==> src/hw/rtl/order_crossover_permutation_assert.svh <==
// ---------------------------------------------------------------------------
// Assertion macros for order_crossover_permutation
// Concurrent checks used by the RTL; empty in synthesis builds.
// ---------------------------------------------------------------------------
`ifndef ORDER_CROSSOVER_PERMUTATION_ASSERT_SVH
`define ORDER_CROSSOVER_PERMUTATION_ASSERT_SVH

`ifndef SYNTHESIS

// Same-cycle implication, disabled in reset
`define OCP_ASSERT_NOW(label, clk, rstn, ante, cons) \
    label: assert property (@(posedge clk) disable iff (!(rstn)) (ante) |-> (cons)) \
        else $error("order crossover check failed");

// Next-cycle implication, disabled in reset
`define OCP_ASSERT_NEXT(label, clk, rstn, ante, cons) \
    label: assert property (@(posedge clk) disable iff (!(rstn)) (ante) |=> (cons)) \
        else $error("order crossover check failed");

`else

`define OCP_ASSERT_NOW(label, clk, rstn, ante, cons)
`define OCP_ASSERT_NEXT(label, clk, rstn, ante, cons)

`endif

`endif

==> src/hw/rtl/ocp_pkg.sv <==
// ---------------------------------------------------------------------------
// ocp_pkg
// Shared widths and defaults for the order crossover block.
// ---------------------------------------------------------------------------
package ocp_pkg;

    // gene field width and the number of distinct gene codes
    localparam int GENE_W   = 6;
    localparam int GENE_CNT = 1 << GENE_W;

    // default longest parent held per set
    localparam int MAX_GENES_DEF = 64;

    typedef logic [GENE_W-1:0] gene_t;

endpackage

==> src/hw/rtl/order_crossover_permutation.sv <==
// ---------------------------------------------------------------------------
// order_crossover_permutation
// One-point order crossover (OX) of two parent permutations into two children.
// ---------------------------------------------------------------------------
// A set of n parent positions is loaded one beat per cycle (s_ready is high
// only while loading); the cut point is taken from the first beat of a set and
// the beat flagged s_last_position closes it. The block then walks the parent
// memories through their single read port: the copied prefix (positions 0..k,
// k = cut saturated to n-1), the fill pass over all n positions and a pipeline
// drain, and then streams n result beats at one per cycle when m_ready stays
// high. Loading of the next set starts as soon as the last result beat sits
// in the output register. m_bad_parents flags a gene >= n, a repeated gene in
// either parent, or beats beyond MAX_GENES (those are dropped); it is the same
// on every beat of a set. Positions left unfilled read as 0.
// ---------------------------------------------------------------------------
`include "order_crossover_permutation_assert.svh"

module order_crossover_permutation #(
    parameter int MAX_GENES = ocp_pkg::MAX_GENES_DEF
) (
    input  logic                  aclk,
    input  logic                  aresetn,
    // parent beats
    input  logic                  s_valid,
    output logic                  s_ready,
    input  ocp_pkg::gene_t        s_first_gene,
    input  ocp_pkg::gene_t        s_second_gene,
    input  ocp_pkg::gene_t        s_cut_point,
    input  logic                  s_last_position,
    // child beats
    output logic                  m_valid,
    input  logic                  m_ready,
    output ocp_pkg::gene_t        m_child_one_gene,
    output ocp_pkg::gene_t        m_child_two_gene,
    output logic                  m_final_gene,
    output logic                  m_bad_parents
);

    localparam int AW    = (MAX_GENES > 1) ? $clog2(MAX_GENES) : 1;
    localparam int CW    = $clog2(MAX_GENES + 1);
    localparam int CMP_W = ocp_pkg::GENE_W + 1;
    localparam int GC    = ocp_pkg::GENE_CNT;

    // sequencer states
    localparam logic [2:0] ST_LOAD   = 3'd0;
    localparam logic [2:0] ST_PREFIX = 3'd1;
    localparam logic [2:0] ST_FILL   = 3'd2;
    localparam logic [2:0] ST_DRAIN  = 3'd3;
    localparam logic [2:0] ST_EMIT   = 3'd4;

    // memories
    ocp_pkg::gene_t p1_mem [MAX_GENES];
    ocp_pkg::gene_t p2_mem [MAX_GENES];
    ocp_pkg::gene_t c1_mem [MAX_GENES];
    ocp_pkg::gene_t c2_mem [MAX_GENES];

    // control state
    logic [2:0]         state_reg, state_next;
    logic [CW-1:0]      cnt_reg, cnt_next;
    ocp_pkg::gene_t     cut_reg, cut_next;
    logic               err_reg, err_next;
    logic [GC-1:0]      seen1_reg, seen1_next, seen2_reg, seen2_next;
    ocp_pkg::gene_t     max1_reg, max1_next, max2_reg, max2_next;
    logic [CW-1:0]      n_reg, n_next;
    logic [AW-1:0]      k_reg, k_next;
    logic               bad_reg, bad_next;
    logic [CW-1:0]      iss_reg, iss_next;
    logic               pipe_vld_reg, pipe_vld_next;
    logic               pipe_fill_reg, pipe_fill_next;
    logic [AW-1:0]      pipe_pos_reg, pipe_pos_next;
    logic [GC-1:0]      used1_reg, used1_next, used2_reg, used2_next;
    logic [MAX_GENES-1:0] cv1_reg, cv1_next, cv2_reg, cv2_next;
    logic [CW-1:0]      fill1_reg, fill1_next, fill2_reg, fill2_next;
    logic [CW-1:0]      emit_cnt_reg, emit_cnt_next;
    logic               m_valid_reg, m_valid_next;
    logic               o_final_reg, o_final_next;
    logic               o_bad_reg, o_bad_next;
    logic               o1_ok_reg, o1_ok_next, o2_ok_reg, o2_ok_next;

    // memory side
    ocp_pkg::gene_t     p1_rd_reg, p2_rd_reg;
    ocp_pkg::gene_t     o1_gene_reg, o2_gene_reg;

    // combinational helpers
    logic               in_acc, store_en, out_load;
    ocp_pkg::gene_t     cut_eff, max1_new, max2_new;
    logic [CW-1:0]      n_new;
    logic               dup1, dup2, err_new;
    logic               c1_we, c2_we;
    logic [AW-1:0]      c1_waddr, c2_waddr;
    ocp_pkg::gene_t     c1_wdata, c2_wdata;
    logic               new1, new2;

    assign s_ready  = (state_reg == ST_LOAD);
    assign in_acc   = s_valid && s_ready;
    assign store_en = in_acc && (cnt_reg < CW'(MAX_GENES));
    assign out_load = (state_reg == ST_EMIT) && (emit_cnt_reg != n_reg)
                      && (!m_valid_reg || m_ready);

    // load-time bookkeeping
    always_comb begin
        cut_eff  = (cnt_reg == '0) ? s_cut_point : cut_reg;
        n_new    = cnt_reg + CW'(store_en);
        dup1     = store_en && seen1_reg[s_first_gene];
        dup2     = store_en && seen2_reg[s_second_gene];
        max1_new = (store_en && (s_first_gene > max1_reg)) ? s_first_gene : max1_reg;
        max2_new = (store_en && (s_second_gene > max2_reg)) ? s_second_gene : max2_reg;
        err_new  = err_reg || (in_acc && !store_en) || dup1 || dup2;
    end

    // crossover datapath: prefix copy or ordered fill
    always_comb begin
        new1     = !used1_reg[p2_rd_reg];
        new2     = !used2_reg[p1_rd_reg];
        c1_we    = 1'b0;
        c2_we    = 1'b0;
        c1_waddr = pipe_pos_reg;
        c2_waddr = pipe_pos_reg;
        c1_wdata = p1_rd_reg;
        c2_wdata = p2_rd_reg;
        if (pipe_vld_reg && !pipe_fill_reg) begin
            c1_we = 1'b1;
            c2_we = 1'b1;
        end else if (pipe_vld_reg) begin
            c1_we    = new1 && (fill1_reg < n_reg);
            c2_we    = new2 && (fill2_reg < n_reg);
            c1_waddr = fill1_reg[AW-1:0];
            c2_waddr = fill2_reg[AW-1:0];
            c1_wdata = p2_rd_reg;
            c2_wdata = p1_rd_reg;
        end
    end

    // next-state logic
    always_comb begin
        state_next     = state_reg;
        cnt_next       = cnt_reg;
        cut_next       = cut_reg;
        err_next       = err_reg;
        seen1_next     = seen1_reg;
        seen2_next     = seen2_reg;
        max1_next      = max1_reg;
        max2_next      = max2_reg;
        n_next         = n_reg;
        k_next         = k_reg;
        bad_next       = bad_reg;
        iss_next       = iss_reg;
        pipe_vld_next  = (state_reg == ST_PREFIX) || (state_reg == ST_FILL);
        pipe_fill_next = (state_reg == ST_FILL);
        pipe_pos_next  = iss_reg[AW-1:0];
        used1_next     = used1_reg;
        used2_next     = used2_reg;
        cv1_next       = cv1_reg;
        cv2_next       = cv2_reg;
        fill1_next     = fill1_reg;
        fill2_next     = fill2_reg;
        emit_cnt_next  = emit_cnt_reg;
        o_final_next   = o_final_reg;
        o_bad_next     = o_bad_reg;
        o1_ok_next     = o1_ok_reg;
        o2_ok_next     = o2_ok_reg;

        // output register
        if (out_load) begin
            m_valid_next = 1'b1;
        end else if (m_ready) begin
            m_valid_next = 1'b0;
        end else begin
            m_valid_next = m_valid_reg;
        end

        // processed walk beat
        if (pipe_vld_reg && !pipe_fill_reg) begin
            used1_next[p1_rd_reg]    = 1'b1;
            used2_next[p2_rd_reg]    = 1'b1;
            cv1_next[pipe_pos_reg]   = 1'b1;
            cv2_next[pipe_pos_reg]   = 1'b1;
        end else if (pipe_vld_reg) begin
            if (new1) begin
                used1_next[p2_rd_reg] = 1'b1;
                if (fill1_reg < n_reg) begin
                    cv1_next[fill1_reg[AW-1:0]] = 1'b1;
                    fill1_next = fill1_reg + CW'(1);
                end
            end
            if (new2) begin
                used2_next[p1_rd_reg] = 1'b1;
                if (fill2_reg < n_reg) begin
                    cv2_next[fill2_reg[AW-1:0]] = 1'b1;
                    fill2_next = fill2_reg + CW'(1);
                end
            end
        end

        unique case (state_reg)
            ST_LOAD: begin
                if (in_acc) begin
                    cnt_next  = n_new;
                    cut_next  = cut_eff;
                    err_next  = err_new;
                    max1_next = max1_new;
                    max2_next = max2_new;
                    if (store_en) begin
                        seen1_next[s_first_gene]  = 1'b1;
                        seen2_next[s_second_gene] = 1'b1;
                    end
                    if (s_last_position) begin
                        n_next   = n_new;
                        bad_next = err_new
                                   || ({1'b0, max1_new} >= CMP_W'(n_new))
                                   || ({1'b0, max2_new} >= CMP_W'(n_new));
                        if ({1'b0, cut_eff} >= CMP_W'(n_new)) begin
                            k_next = AW'(n_new - CW'(1));
                        end else begin
                            k_next = AW'(cut_eff);
                        end
                        iss_next   = '0;
                        state_next = ST_PREFIX;
                    end
                end
            end
            ST_PREFIX: begin
                if (iss_reg == CW'(k_reg)) begin
                    iss_next   = '0;
                    fill1_next = CW'(k_reg) + CW'(1);
                    fill2_next = CW'(k_reg) + CW'(1);
                    state_next = ST_FILL;
                end else begin
                    iss_next = iss_reg + CW'(1);
                end
            end
            ST_FILL: begin
                if (iss_reg == n_reg - CW'(1)) begin
                    state_next = ST_DRAIN;
                end else begin
                    iss_next = iss_reg + CW'(1);
                end
            end
            ST_DRAIN: begin
                emit_cnt_next = '0;
                state_next    = ST_EMIT;
            end
            ST_EMIT: begin
                if (out_load) begin
                    emit_cnt_next = emit_cnt_reg + CW'(1);
                    o_final_next  = (emit_cnt_reg == n_reg - CW'(1));
                    o_bad_next    = bad_reg;
                    o1_ok_next    = cv1_reg[emit_cnt_reg[AW-1:0]];
                    o2_ok_next    = cv2_reg[emit_cnt_reg[AW-1:0]];
                    // last beat queued: clear the set and reopen loading
                    if (emit_cnt_reg == n_reg - CW'(1)) begin
                        state_next = ST_LOAD;
                        cnt_next   = '0;
                        cut_next   = '0;
                        err_next   = 1'b0;
                        seen1_next = '0;
                        seen2_next = '0;
                        max1_next  = '0;
                        max2_next  = '0;
                        used1_next = '0;
                        used2_next = '0;
                        cv1_next   = '0;
                        cv2_next   = '0;
                    end
                end
            end
            default: begin
                state_next = ST_LOAD;
            end
        endcase
    end

    // control registers
    always_ff @(posedge aclk) begin
        if (!aresetn) begin
            state_reg     <= ST_LOAD;
            cnt_reg       <= '0;
            cut_reg       <= '0;
            err_reg       <= 1'b0;
            seen1_reg     <= '0;
            seen2_reg     <= '0;
            max1_reg      <= '0;
            max2_reg      <= '0;
            n_reg         <= '0;
            k_reg         <= '0;
            bad_reg       <= 1'b0;
            iss_reg       <= '0;
            pipe_vld_reg  <= 1'b0;
            pipe_fill_reg <= 1'b0;
            pipe_pos_reg  <= '0;
            used1_reg     <= '0;
            used2_reg     <= '0;
            cv1_reg       <= '0;
            cv2_reg       <= '0;
            fill1_reg     <= '0;
            fill2_reg     <= '0;
            emit_cnt_reg  <= '0;
            m_valid_reg   <= 1'b0;
            o_final_reg   <= 1'b0;
            o_bad_reg     <= 1'b0;
            o1_ok_reg     <= 1'b0;
            o2_ok_reg     <= 1'b0;
        end else begin
            state_reg     <= state_next;
            cnt_reg       <= cnt_next;
            cut_reg       <= cut_next;
            err_reg       <= err_next;
            seen1_reg     <= seen1_next;
            seen2_reg     <= seen2_next;
            max1_reg      <= max1_next;
            max2_reg      <= max2_next;
            n_reg         <= n_next;
            k_reg         <= k_next;
            bad_reg       <= bad_next;
            iss_reg       <= iss_next;
            pipe_vld_reg  <= pipe_vld_next;
            pipe_fill_reg <= pipe_fill_next;
            pipe_pos_reg  <= pipe_pos_next;
            used1_reg     <= used1_next;
            used2_reg     <= used2_next;
            cv1_reg       <= cv1_next;
            cv2_reg       <= cv2_next;
            fill1_reg     <= fill1_next;
            fill2_reg     <= fill2_next;
            emit_cnt_reg  <= emit_cnt_next;
            m_valid_reg   <= m_valid_next;
            o_final_reg   <= o_final_next;
            o_bad_reg     <= o_bad_next;
            o1_ok_reg     <= o1_ok_next;
            o2_ok_reg     <= o2_ok_next;
        end
    end

    // parent memories: write while loading, registered read for the walk
    always_ff @(posedge aclk) begin
        if (store_en) begin
            p1_mem[cnt_reg[AW-1:0]] <= s_first_gene;
            p2_mem[cnt_reg[AW-1:0]] <= s_second_gene;
        end
        p1_rd_reg <= p1_mem[iss_reg[AW-1:0]];
        p2_rd_reg <= p2_mem[iss_reg[AW-1:0]];
    end

    // child memories: written by the walk, read straight into the output beat
    always_ff @(posedge aclk) begin
        if (c1_we) begin
            c1_mem[c1_waddr] <= c1_wdata;
        end
        if (c2_we) begin
            c2_mem[c2_waddr] <= c2_wdata;
        end
        if (out_load) begin
            o1_gene_reg <= c1_mem[emit_cnt_reg[AW-1:0]];
            o2_gene_reg <= c2_mem[emit_cnt_reg[AW-1:0]];
        end
    end

    // result beat; never-written positions read 0
    assign m_valid          = m_valid_reg;
    assign m_child_one_gene = o1_ok_reg ? o1_gene_reg : '0;
    assign m_child_two_gene = o2_ok_reg ? o2_gene_reg : '0;
    assign m_final_gene     = o_final_reg;
    assign m_bad_parents    = o_bad_reg;

    // checks
    `OCP_ASSERT_NEXT(a_last_beat_reopens, aclk, aresetn, out_load && (emit_cnt_reg == n_reg - CW'(1)), state_reg == ST_LOAD)
    `OCP_ASSERT_NOW(a_fill_bounded, aclk, aresetn, state_reg == ST_FILL || state_reg == ST_DRAIN, fill1_reg <= n_reg && fill2_reg <= n_reg)
    `OCP_ASSERT_NOW(a_prefix_in_cut, aclk, aresetn, pipe_vld_reg && !pipe_fill_reg, pipe_pos_reg <= k_reg)
    `OCP_ASSERT_NOW(a_emit_bounded, aclk, aresetn, state_reg == ST_EMIT, emit_cnt_reg < n_reg && CW'(k_reg) < n_reg)

endmodule

==> config.mk <==
export PLATFORM = sky130hd
export DESIGN_NAME = order_crossover_permutation
export DESIGN_NICKNAME = d
export VERILOG_FILES = /design/src/hw/rtl/ocp_pkg.sv /design/src/hw/rtl/order_crossover_permutation.sv
export VERILOG_INCLUDE_DIRS = /design/src /design/src/hw/rtl
export SDC_FILE = /design/constraint.sdc
export NUM_CORES = 2
export LEC_CHECK = 0
export ABC_AREA = 1
export BUFFER_PORTS_ARGS = -buffer_cell sky130_fd_sc_hd__buf_2
export CAP_MARGIN = 20
export CORE_ASPECT_RATIO = 0.5
export CORE_UTILIZATION = 63
export CTS_CLUSTER_DIAMETER = 120
export DETAILED_ROUTE_END_ITERATION = 8
export PLACE_DENSITY = 0.76
export SYNTH_ARGS = -nofsm -noshare
export SYNTH_HDL_FRONTEND = slang
export SYNTH_SLANG_ARGS = --single-unit
==> constraint.sdc <==
create_clock -name aclk -period 5.6 [get_ports aclk]
set_input_delay 1.68 -clock aclk [delete_from_list [all_inputs] [get_ports aclk]]
set_output_delay 1.68 -clock aclk [all_outputs]
set_load 0.05 [all_outputs]
Word level (Yosys, flattened, before mapping)
Memory sizes are Yosys's and may differ from the RTL's. A register that Yosys moved wholly into a read port is not among the register bits. Index checks and enable logic that the tools add are counted.

Bitwise operators: 10. Order comparisons: 23. Equal/unequal tests: 16. Mux-type cells: 128. $add $sub $neg: 8. Reduce and logical (&&, ||, !) cells: 44.

Operator list (number): $mux W64 (32); $or A64 B64 Y64 (10); $pmux W64 S2 (2); $mux W7 (20); $mux W6 (19); $lt A6 B7 Y1 const B (8); $demux W1 S6 (7); $ge A6 B1 Y1 const B (7); $bmux W1 S6 (6); $pmux W6 S2 (3); $add A7 B1 Y7 const B (4); $mux W1 (28); $pmux W7 S2 (2); $ge A6 B7 Y1 (3); $pmux W7 S3 (1); $logic_and A1 B1 Y1 (19); $mux W3 (6); $pmux W3 S5 (1); $eq A7 B7 Y1 (2); $lt A7 B7 Y1 (2); $gt A6 B6 Y1 (2); $ne A2 B1 Y1 const B (6); $reduce_and A4 Y1 (2); $add A6 B1 Y7 const B (1); other kinds (21) (36).

Memories: 4. RAM bits: 1536. Logic and storage cells: 260. Output and inout port bits: 16. Register bits after elaboration: 468.

Memories: c1_mem (depth 64, width 6, rd ports 1, clocked after memory_dff 1, write ports 1, RTL line order_crossover_permutation.sv:54) `ocp_pkg::gene_t c1_mem [MAX_GENES];`; c2_mem (depth 64, width 6, rd ports 1, clocked after memory_dff 1, write ports 1, RTL line order_crossover_permutation.sv:55) `ocp_pkg::gene_t c2_mem [MAX_GENES];`; p1_mem (depth 64, width 6, rd ports 1, clocked after memory_dff 1, write ports 1, RTL line order_crossover_permutation.sv:52) `ocp_pkg::gene_t p1_mem [MAX_GENES];`; p2_mem (depth 64, width 6, rd ports 1, clocked after memory_dff 1, write ports 1, RTL line order_crossover_permutation.sv:53) `ocp_pkg::gene_t p2_mem [MAX_GENES];`.

Logic depth before layout (Yosys ltp)
Depth in word-level cells: 12. Gate-level depth with buffers: 23. Mapped depth without buffers: 21.

Worst setup path after synthesis
OpenSTA, ideal clock, no wires.

Path type: input to register. Start point: in s_valid. End point: reg k_reg[1]. Stages on the path: 20. Library setup time: 0.132 ns. Arrival: 4.499 ns. Required time: 5.468 ns. Path slack: 0.969 ns. Buffers on the path: 2. Path through: inv_1 nor2_2 nand2_1 inv_1 clkbuf_1 ha_1 ha_1 nand2_1 inv_1 nand2_1 xor2_1 inv_1 ha_1 a21oi_1 nor3_1 a21oi_1 nand3_1 buf_2 o211ai_1 a21oi_1.

Word-level cells in the longest chain between the ends: 5.

RTL lines: start, declared (RTL line order_crossover_permutation.sv:24) `input logic s_valid,`; $logic_and A1 B1 Y1 (*) (RTL line order_crossover_permutation.sv:95) `assign in_acc = s_valid && s_ready;`; $logic_and A1 B1 Y1 (RTL line order_crossover_permutation.sv:96) `assign store_en = in_acc && (cnt_reg < CW'(MAX_GENES));`; $add A7 B1 Y7 (RTL line order_crossover_permutation.sv:103) `n_new = cnt_reg + CW'(store_en);`; $sub A6 B1 Y6 / $ge A6 B7 Y1 (equally long branches) (RTL line order_crossover_permutation.sv:213, order_crossover_permutation.sv:212); $mux W6 (RTL line order_crossover_permutation.sv:212) `if ({1'b0, cut_eff} >= CMP_W'(n_new)) begin`; end signal, assigned (RTL line order_crossover_permutation.sv:313) `k_reg <= k_next;`; end, declared (RTL line order_crossover_permutation.sv:65) `logic [AW-1:0] k_reg, k_next;`.

Mark *: on every way between the ends. The rest lies on a longest branch, timed or not. A chain may end at the register's enable or synchronous reset.

Final worst setup path
Start point: reg p1_rd_reg[0] (read register of p1_mem). End point: mem c2_mem[18][4] (netlist bit) (enable).

Word-level cells in the longest chain between the ends: 8.

RTL lines: start, declared (RTL line order_crossover_permutation.sv:81) `ocp_pkg::gene_t p1_rd_reg, p2_rd_reg;`; $bmux W1 S6 (RTL line order_crossover_permutation.sv:114) `new2 = !used2_reg[p1_rd_reg];`; $mux W1 (not written as such) (RTL line order_crossover_permutation.sv:114); $logic_not A1 Y1 (RTL line order_crossover_permutation.sv:114); $logic_and A1 B1 Y1 (RTL line order_crossover_permutation.sv:126) `c2_we = new2 && (fill2_reg < n_reg);`; $mux W1 (RTL line order_crossover_permutation.sv:124) `end else if (pipe_vld_reg) begin`; $mux W1 (RTL line order_crossover_permutation.sv:121) `if (pipe_vld_reg && !pipe_fill_reg) begin`; $mux W1 (RTL line order_crossover_permutation.sv:349) `if (c2_we) begin`; $mux W1 (not written as such) (RTL line order_crossover_permutation.sv:350) `c2_mem[c2_waddr] <= c2_wdata;`; end, declared (RTL line order_crossover_permutation.sv:55).

No other way between the ends. The select of a mux whose other input is x is not followed.

==> results.env <==
SYNTH_AREA_UM2=86900
PORT_BUFFERS=38
MAX_FREQ_MHz=229
WORSTREG2REGEND='c2_mem[18][4]'
CTS_TREE='done'
TIMING.CRITICAL_PATH.SLOWEST_CELL_DELAY_NS=0.77
WORST_PIN_SLEW_NS=1.17
TIMING_HOLD_VIOLATIONS_FINAL=0
START_UTIL_PCT=64.1
CLK_TRANSITION_REPORTED_PATHS_NS=0.07
CORE-AREA_UM2=136000
CLOCK_SKEW_NS=0.0639
HOLD_CLASS='reg -> reg'
ROWS=95
ANTENNA_VIOLATING_NETS_LEFT=0
CRIT_FANOUT=53
CLK_PATH_BUF_DEPTH=4
DRT_DRC_VIOLATIONS_LEFT=0
POST-ROUTE-UTIL_PCT=69.9
ASYNC_RESET_FF_SHARE_PCT=0
CP-START-KIND='flip-flop'
TIMING.FINAL.MAX_SLEW_VIOLATIONS=0
SYNTH_WARNINGS=0
POST-ROUTE-PERIOD-UTIL_PCT=78.1
MAX-VDD-IR-DROP_mV=0.439
POWER.STATIC_LEAKAGE_nW=32.9
SYNTH_ENABLE_FLOP_CELLS=1548
DIE_H_UM=265
FINALWIRELENGTH_UM=248000
REQUIRED_TIME_OF_THE_WORST_SETUP_PATH_NS=6.05
WORST-R2R-CELL-COUNT=16
SYNTH_FP_NETS=8700
GRT_PASS1_VIAS=60500
YOSYS.AREA.TOP_TYPE_SHARE_PCT=53.5
POST_CTS.RESIZED_INSTANCES=0
GRT.OVERFLOW.TOTAL=0
FIN_SETUP_TNS_NS=0
VIAS=66800
POWER_DENSITY_nW_PER_UM2=410
MIN_FROM='seen2_reg[27]'
POST_SYNTH.CELL_AREA_AVG_UM2=10.1
GLOBALPLACE.CONGESTION=1.01
SETUP.WORST_PATH.END_CLASS='flip-flop'
CTS_HOLD_BUFFERS=0
LAYOUT_OVERHEAD_ON_THE_SYNTHESIZED_AREA_PCT=9.16
DP.CELLS=10200
YS_FF_LATCH=2028
I_O_PIN_COUNT=39
FINALPOWER_mW=38.9
DRT_PRE_ANTENNA_ITERS=8
VIAS_PER_CELL=6.37
SYNTH_FF_TYPE='edfxtp_1'
TIMING.MAX_SLEW.REL_SLACK_PCT=21.5
FINAL_NETS=8584
PART_OF_THE_YOSYS_AREA_USED_FOR_SEQUENTIAL_ELEMENTS_PCT=64.5
TIMING.HOLD.WORST_PATH_DEPTH=2
CRITICAL_PATH_ARRIVAL_NS=4.82
NUMCTSBUFFERS=177
LAYOUT-DRIVE-GT1-SHARE_PCT=7.07
POST_DP_CELL_AREA_UM2=89200
GRT_START_MAX_NET_PINS=198
RSZ0062_AT_GRT='false'
INSERTION_DELAY_NS=0.84
CTS.REPAIR_TIMING.SETUP_BUFFER_COUNT=0
TIMING_WORST_SETUP_PATH_TYPE='reg -> reg'
NETLIST-CELL-TYPE-COUNT=47
FINALNONFILLERCELLS=10500
WORST_R2R_STARTPOINT='p1_rd_reg[0]'
DIE_WIDTH_UM=527
SYN_INST=8626
STATUS='complete, no violations'
TIMING.CRITICAL_PATH.SLOWEST_STAGE_CELL='dfxtp_2'
ROOT_BUFFER='clkbuf_16'
POST-SYNTH-TOP-AREA-CELL='edfxtp_1'
FLOORPLAN.DIE_AREA_UM2=140000
FIN_AREA_UM2=94900
PLACE.DETAILED.HPWL_UM=149000
HOLDPATHEND='seen2_reg[27]'
CRITPATHMOSTFREQUENTCELL='nor2_1'
MAX_CAP_VIOLATIONS=0
FINAL.FILL_COUNT=9903
MIN_PERIOD_NS=4.37
ROUTEDWLPERCELL_UM=23.6
DR.FIRST_ITER.DRC_COUNT=10100
REG2REG_SETUP_SLACK_NS=1.23
YOSYS-TOP-CELLS-AREA='edfxtp_1 (53%), dfxtp_1 (11%), o21ai_0 (6.3%)'
TOT_GR_TRACK_USE_PCT=35.0
GRT_ANTENNA_BEFORE_REPAIR=6
TRITONCTS_NUM_SINKS=2028
HTREE_NUM_LEVELS=4
GRT_PASS1_WL_UM=372000
SETUP_VIOLATIONS=0
TIMING.CRITICAL_PATH.CELLS='buf_4 > nor2_1 > nor2_1 > o21ai_0 > o21ai_1 > nor2_1 > nor2_1 > nor2_1 > nand2_1 > nor2_2 > buf_4 > nand2_2 > buf_4 > clkinv_1 > nand3_1 > nand2_1'
critical path, delay by kind of cell (launching register included):
kind,cells,cell delay (ns)
compound gates,2,0.37
buf+inv,4,1.70
flops,1,0.77
simple gates,10,1.13
cell families (layout without fill, tap and decap cells):
kind of cell	count (synthesis)	count (layout)	synth area share, %
buffers and inverters	1114	1136	5.05
adders and majority gates	51	51	0.734
AOI/OAI and AO/OA	2079	2079	13.5
DFF	2028	2028	64.5
other	0	3	0
and+or+nand+nor	3323	3323	15.9
xor gates and xnor gates	31	31	0.312
where the power goes:
group / internal, mW / switching (mW) / total [mW]
sequential: 17.4 / 0.422 / 17.8
clock: 6.71 / 5.51 / 12.2
combinational: 2.01 / 6.86 / 8.87
total: 26.1 / 12.8 / 38.9
per-stage QoR:
stage / hold WS, ns / setup slack (ns)
after floorplan: 0.427 / 0.969
after global placement: 0.435 / 0.730
after detailed placement: 0.440 / 0.672
after CTS: 0.450 / 1.37
after global routing: 0.463 / 1.03
final: 0.450 / 1.23
final cells by class:
| cell class | instances | area (um^2) | share of cell area (%) |
|---|---|---|---|
| multi-input combinational | 5484 | 26600 | 28.1 |
| antenna | 3 | 7.51 | 0.00791 |
| timing repair buffer | 265 | 2090 | 2.20 |
| sequential | 2028 | 56100 | 59.2 |
| clock inverter | 86 | 830 | 0.874 |
| inverter | 554 | 2110 | 2.22 |
| clock buffer | 231 | 4800 | 5.06 |
| tap | 1843 | 2310 | 2.43 |
synthesized netlist by cell type (5+ instances only):
master and n:
a21oi_1 327, a31oi_1 5, buf_1 32, buf_2 78, buf_4 10, buf_6 9, clkbuf_1 427, clkinv_1 5
dfxtp_1 480, edfxtp_1 1548, ha_1 51, inv_1 541, inv_2 7, nand2_1 1126, nand3_1 295, nand4_1 196
nor2_1 1429, nor2_2 9, nor3_1 226, nor3_2 16, o211ai_1 114, o21ai_0 1092, o21ai_1 92, o21ai_2 17
o221ai_1 146, o22ai_1 267, or2_0 5, or2_2 6, xnor2_1 6, xor2_1 25
how the worst max path moves through the flow:
stage,from,endpoint
5_1_grt,p1_rd_reg[0],c2_mem[18][4]
2_1_floorplan,s_valid,k_reg[1]
3_5_place_dp,s_second_gene[5],bad_reg
3_3_place_gp,s_first_gene[5],bad_reg
4_1_cts,p1_rd_reg[0],c2_mem[18][1]
6_report,p1_rd_reg[0],c2_mem[18][4]
routing by layer:
layer	vias up	global-route usage (%)	share of wire (%)
met4	4	12.0	3.6
met2	4157	52.5	44
met3	560	7.05	12
met1	31900	51.2	40
met5	-	0	0.011
li1	30200	-	-
cells in the final DEF (no fill, tap or decap), types with 114 or more instances in the layout:
master	synthesis	layout
nor3_1	226	226
o221ai_1	146	146
clkbuf_16	0	179
o211ai_1	114	114
nand3_1	295	295
dfxtp_1	480	472
nand4_1	196	196
nor2_1	1429	1427
nand2_1	1126	1123
inv_1	541	534
a21oi_1	327	326
o22ai_1	267	267
o21ai_0	1092	1080
edfxtp_1	1548	1548
buf_4	10	212
Power figures use the tool's default switching activity.
